### src/hw/rtl/fdc_pkg.sv
`default_nettype none
package fdc_pkg;

   // Geometry
   localparam int TRACKS       = 77;
   localparam int SPT          = 26;
   localparam int SECTOR_BYTES = 128;
   localparam int DRIVES       = 4;

   localparam int TRACK_LEN = SPT * SECTOR_BYTES;
   localparam int DISK_SIZE = DRIVES * TRACKS * TRACK_LEN;

   localparam int DISK_AW = $clog2(DISK_SIZE);
   localparam int BUF_AW  = $clog2(SECTOR_BYTES);
   localparam int TIDX_W  = $clog2(DRIVES * TRACKS + 1);
   localparam int LIN_W   = $clog2(DRIVES * TRACKS * SPT + 1);
   localparam int OFF_W   = $clog2(TRACK_LEN + 1);

   // Status codes
   localparam logic [7:0] ST_OK        = 8'h00;
   localparam logic [7:0] ST_TRACK0    = 8'h04;
   localparam logic [7:0] ST_BAD_CMD   = 8'h08;
   localparam logic [7:0] ST_NOT_FOUND = 8'h10;
   localparam logic [7:0] ST_NOT_READY = 8'h80;
   localparam logic [7:0] WAIT_BUSY    = 8'h80;

   // Data marks and command codes
   localparam logic [7:0] MARK_DATA  = 8'hFB;
   localparam logic [7:0] MARK_CRC   = 8'hF7;
   localparam logic [7:0] CMD_RADDR  = 8'hC4;
   localparam logic [7:0] CMD_FORCE  = 8'hD0;
   localparam logic [7:0] RADDR_LEN  = 8'd6;

   typedef enum logic [3:0] {
      FN_STAT_RD = 4'd0,
      FN_CMD_WR  = 4'd1,
      FN_TRK_RD  = 4'd2,
      FN_TRK_WR  = 4'd3,
      FN_SEC_RD  = 4'd4,
      FN_SEC_WR  = 4'd5,
      FN_DATA_RD = 4'd6,
      FN_DATA_WR = 4'd7,
      FN_WAIT_RD = 4'd8,
      FN_EXT_WR  = 4'd9
   } func_type;

   typedef enum logic [2:0] {
      MODE_IDLE   = 3'd0,
      MODE_READ   = 3'd1,
      MODE_WRITE  = 3'd2,
      MODE_RADDR  = 3'd3,
      MODE_FORMAT = 3'd4
   } mode_type;

   typedef enum logic [2:0] {
      S_CLEAR,
      S_IDLE,
      S_WAIT1,
      S_WAIT2,
      S_EXEC,
      S_READ,
      S_COPY
   } state_type;

   typedef struct packed {
      logic clear_step;
      logic load;
      logic exec;
      logic mem_out;
   } dp_cmd_type;

   typedef struct packed {
      logic clear_last;
      logic disk_rd;
      logic copy_start;
      logic copy_busy;
   } dp_stat_type;

endpackage
`default_nettype wire

### src/hw/rtl/fdc_ctrl.sv
`default_nettype none
module fdc_ctrl (
   input  wire                  clock,
   input  wire                  reset,
   input  wire                  req_tvalid,
   output logic                 req_tready,
   output logic                 rsp_tvalid,
   input  wire                  rsp_tready,
   output fdc_pkg::dp_cmd_type  cmd,
   input  fdc_pkg::dp_stat_type stat
);
   import fdc_pkg::*;

   state_type state_ff, state_in;
   logic      rsp_valid_ff, rsp_valid_in;
   logic      rsp_set;
   logic      out_free;

   assign out_free   = !rsp_valid_ff || rsp_tready;
   assign rsp_tvalid = rsp_valid_ff;
   assign req_tready = (state_ff == S_IDLE);

   // State and output-valid registers
   always_ff @(posedge clock) begin
      if (reset) begin
         state_ff     <= S_CLEAR;
         rsp_valid_ff <= 1'b0;
      end else begin
         state_ff     <= state_in;
         rsp_valid_ff <= rsp_valid_in;
      end
   end

   // Next state and datapath commands
   always_comb begin
      state_in = state_ff;
      cmd      = '0;
      rsp_set  = 1'b0;
      unique case (state_ff)
         S_CLEAR: begin
            cmd.clear_step = 1'b1;
            if (stat.clear_last) state_in = S_IDLE;
         end
         S_IDLE: begin
            if (req_tvalid) begin
               cmd.load = 1'b1;
               state_in = S_WAIT1;
            end
         end
         S_WAIT1: state_in = S_WAIT2;
         S_WAIT2: begin
            // address pipeline has settled; wait for room at the output
            if (out_free) state_in = S_EXEC;
         end
         S_EXEC: begin
            cmd.exec = 1'b1;
            if (stat.disk_rd) begin
               state_in = S_READ;
            end else begin
               rsp_set  = 1'b1;
               state_in = stat.copy_start ? S_COPY : S_IDLE;
            end
         end
         S_READ: begin
            cmd.mem_out = 1'b1;
            rsp_set     = 1'b1;
            state_in    = S_IDLE;
         end
         S_COPY: begin
            if (!stat.copy_busy) state_in = S_IDLE;
         end
         default: state_in = S_IDLE;
      endcase
      rsp_valid_in = rsp_set || (rsp_valid_ff && !rsp_tready);
   end

endmodule
`default_nettype wire

### config.mk
export PLATFORM = sky130hd
export DESIGN_NAME = fdc_ctrl
export DESIGN_NICKNAME = d
export VERILOG_FILES = /design/src/hw/rtl/fdc_pkg.sv /design/src/hw/rtl/fdc_ctrl.sv
export SDC_FILE = /design/constraint.sdc
export NUM_CORES = 1
export LEC_CHECK = 0
export BUFFER_PORTS_ARGS = -buffer_cell sky130_fd_sc_hd__buf_4
export CAP_MARGIN = 0
export CORE_AREA = 2 2 39 41
export DETAILED_ROUTE_END_ITERATION = 10
export DIE_AREA = 0 0 41 43
export GPL_ROUTABILITY_DRIVEN = 0
export MAX_ROUTING_LAYER = met4
export PLACE_DENSITY = 0.42
export SYNTH_ARGS = -nofsm -noshare
export SYNTH_HDL_FRONTEND = slang
export SYNTH_SLANG_ARGS = --single-unit
### constraint.sdc
create_clock -name clock -period 1.3 [get_ports clock]
set_input_delay 0.26 -clock clock [delete_from_list [all_inputs] [get_ports clock]]
set_output_delay 0.26 -clock clock [all_outputs]
set_load 0.05 [all_outputs]
; Word-level counts from Yosys, hierarchy flattened
; Index checks and enable logic that the tools add are counted.
[totals]
output_inout_bits = 6
in_bits = 8
register_bits = 4
mem_bits_rw = 0
romBits = 0
latchBits = 0
elab_cells = 33
memories = 0
[op_classes]
div = 0
order_cmp = 0
n_eq_ne = 10
multipliers = 0
n_reduce_logical = 7
n_shift = 0
addsub = 0
n_mux = 14
n_bitwise = 0
[ops]
columns = cell, count
row1 = $mux W3, 6
row2 = $pmux W3 S6, 1
row3 = $eq A3 B3 Y1 const B, 3
row4 = $ne A2 B2 Y1 const B, 4
row5 = $eq A3 B2 Y1 const B, 2
row6 = $mux W1, 6
row7 = $reduce_and A4 Y1, 1
row8 = $eq A3 B1 Y1 const B, 1
row9 = $logic_not A3 Y1, 1
row10 = $logic_not A1 Y1, 2
row11 = $logic_or A1 B1 Y1, 2
row12 = $pmux W1 S2, 1
row13 = $logic_and A1 B1 Y1, 1

; Longest topological paths before layout
[logic_depth]
word_depth = 4
ltp_mapped = 5
ltp_nobuf = 4

; Least setup slack after synthesis
; Ideal clock, no wire load.
[synth_timing]
kind = register to output
from = register state_ff[2]
to = output cmd[0] (netlist bit)
stages_incl_launch_ff = 4
n_path_buf = 1
arrival_time_ps = 1564
setup_slack_ps = -524
required_ps = 1040
cell_sequence = dfxtp_1 > buf_6 > inv_1 > nor3_1
[synth_rtl]
columns = item, line
row1 = "start, declared", fdc_ctrl.sv:14  ; state_type state_ff, state_in;
row2 = "start signal, assigned", fdc_ctrl.sv:29  ; state_ff <= state_in;
row3 = "end, declared", fdc_ctrl.sv:9  ; output fdc_pkg::dp_cmd_type cmd,

; Final worst setup path
[layout_timing]
from = register state_ff[0]
to = output req_tready
[layout_between]
elab_chain_cells = 1
[layout_lines]
columns = item, line
row1 = $eq A3 B1 Y1, fdc_ctrl.sv:21  ; assign req_tready = (state_ff == S_IDLE);
row2 = "end, declared", fdc_ctrl.sv:6  ; output logic req_tready,
; No other way between the ends.

==> reports/qor.txt <==
Pre-CTS setup slack -> -22.0 ps
Antenna Nets Post-Route -> 0
Fmax -> 739 MHz
Data required, critical path -> 1040 ps
Worst slew margin -> 0.835
Initial antenna violation count -> 0
First-pass iteration count of the detailed router -> 4
Number of port buffers -> 13
CTS Buffer Depth -> 2
CTS tree -> built
Switching share of total power -> 0.499
Drt via density -> 4.83
Startpoint types -> flip-flop
Clock power share -> 0.104
Slew Limit Fails -> 0
CTS Root Cell -> clkbuf_4
Setup ws final -> -52.8 ps
Sequential share of the synthesized area -> 0.250
Worst-Skew Late Latency -> 230 ps
Pwr Density -> 2690 nW/um2
Worst path max stage delay -> 400 ps
Via count -> 343
Share of layout cells above drive strength 1 -> 0.600
Crit-path leading delay family -> flip-flops
Critical path arrival -> 1090 ps
P_sw -> 0.728 mW
Area contributors post-synth -> dfxtp_1, buf_6, nor3b_4
Clock slew at reported path FFs -> 40 ps
Worst path cell trace -> inv_1, nor3_4, buf_6
Endpoint class of the critical path -> output pin
Final period utilization -> 1.04
Final Setup Violations -> 3
Pin count of the biggest net entering global routing -> 10
Avg Synthesized Cell Area -> 8.66 um2
Starting DRC count in detailed routing -> 2
Total Routing Usage GR -> 0.127
Die height -> 43 um
Synth Instances -> 37
# diodes -> 0
Die area -> 1760 um2
Initial Utilization -> 0.231
Worst Skew -> 0.695 ps
Std-Cell Rows -> 14
Synth top area share -> 0.250
Final hold violations -> 0
WL per Instance -> 12.5 um
CTS buffer count -> 3
Layout Utilization -> 0.392
Worst Tran Pin Value -> 247 ps
Final net count -> 65
Cell internal pwr -> 0.731 mW
Num ports -> 14
Synth-to-Final Area Change -> 69.1%
Final setup TNS -> -116 ps
Max Cap Viol -> 0
DRT Wirelength -> 885 um
Min cycle time layout -> 1350 ps
Fill cells -> 155
Gate power share -> 0.681
Critical path peak fanout -> 9
GRT Residual Overflow -> 0
Syn. warnings -> 0
CTS H-tree depth -> 1
Library cells used by synthesis -> 25
Min-delay worst type -> input pin to flip-flop
Outcome -> finished, violations left
Clock Sinks -> 4
Post-synthesis cell area -> 320 um2
Vias in the first global route -> 354
Multi-input logic area -> 238 um2
Synth area leader -> dfxtp_1
Flop pwr share -> 0.215
Core box area -> 1380 um2
WP buf/inv -> 2
Peak VDD IR -> 1.05 mV
RSZ-0062 raised after global routing -> true
Slowest CP cell -> dfxtp_4
Type of the worst setup path -> flip-flop to output pin
Syn_nets -> 45
DRC Markers -> 0
Die X -> 41 um
Area occupied by registers -> 92.6 um2
Yosys reg bits -> 4
First-pass GRT wire length -> 1.46 mm
P_leak -> 0.233 nW
Failing checks -> setup timing
[final cells by class]
class / instances / share of cell area
multi-input cells: 28 / 0.439
repair buffers: 18 / 0.298
flip-flops and latches: 4 / 0.171
clock buffers: 3 / 0.0416
well taps: 16 / 0.0370
inverters: 2 / 0.0139
[synth_stat cells, drive strengths merged]
master and count:
a211o 2, a211oi 1, a21oi 2, a221oi 1, a22oi 1, and3 1
and3b 1, and4 1, and4bb 1, buf 3, dfxtp 4, inv 2
mux2i 1, nand2 3, nand2b 1, nand3 1, nor2 1, nor2b 2
nor3 4, nor3b 1, o21ai 2, xor2 1
[flip-flops by register name, summed over array words and instances (netlist names)]
name	count
state_ff	3
rsp_tvalid	1
[per-layer routing]
metal | routed length [um] | GRT usage
met1 | 400 | 0.161
met2 | 430 | 0.178
met3 | 55 | 0.0524
met4 | 0 | 0.0400
met5 | 0 | -
[power groups by stage]
stage | clock (mW) | combinational [mW] | sequential (mW)
6_report | 0.151 | 0.994 | 0.314
5_1_grt | 0.171 | 1.06 | 0.326
4_1_cts | 0.160 | 0.965 | 0.304
3_5_place_dp | 0 | 0.794 | 0.290
3_3_place_gp | 0 | 0.796 | 0.284
2_1_floorplan | 0 | 0.709 | 0.218
[timing repair]
action | CTS | global route
hold buffers | 0 | 0
resized for setup | 16 | 3
pin swaps | 1 | 1
setup endpoints to repair | 8 | 5
buffers inserted | 3 | 0
cloned | 0 | 0
[cells in the final DEF, fill, tap and decap left out, drive strengths merged]
cell type	n
and3b	1
mux2i	1
xor2	1
nor3	4
and4bb	1
nor3b	1
a211oi	1
a21oi	2
a22oi	1
nand3	1
o21ai	2
and3	1
a211o	2
nor2	1
nand2b	1
inv	2
dfxtp	4
a221oi	1
buf	18
clkbuf	3
and4	1
nor2b	2
nand2	3
[worst reg2reg max path, stage by stage, from the launching register on]
cell and delay [ps]:
dfxtp_4 370, buf_6 140, and3b_1 180, o21ai_2 200, and4_1 240, nor3_2 40
[cell families after synthesis]
logic type             share of synthesized area
flip-flops                                 0.250
multiplexers                              0.0313
AND/OR/NAND/NOR                            0.371
buffers and inverters                      0.117
XOR/XNOR                                  0.0273
AO/OA/AOI/OAI                              0.203
[path summary, 6_finish.rpt]
check                   start          end  slack [ps]  depth (start not counted)
setup / recovery  state_ff[0]   req_tready         -50                          3
hold / removal          reset   rsp_tvalid         230                          2
setup reg to reg  state_ff[2]  state_ff[2]          30                          5
hold reg to reg    rsp_tvalid   rsp_tvalid         470                          2
[stage by stage]
stage / power (mW) / instances / area, um2 / hold WS [ps]
6_report: 1.46 / 71 / 542 / 225
3_5_place_dp: 1.08 / 65 / 440 / 462
3_3_place_gp: 1.08 / 65 / 440 / 461
5_1_grt: 1.55 / 71 / 542 / 222
2_1_floorplan: 0.927 / 37 / 342 / 322
4_1_cts: 1.43 / 71 / 533 / 211
No activity file was read; power rests on OpenSTA's default activity.
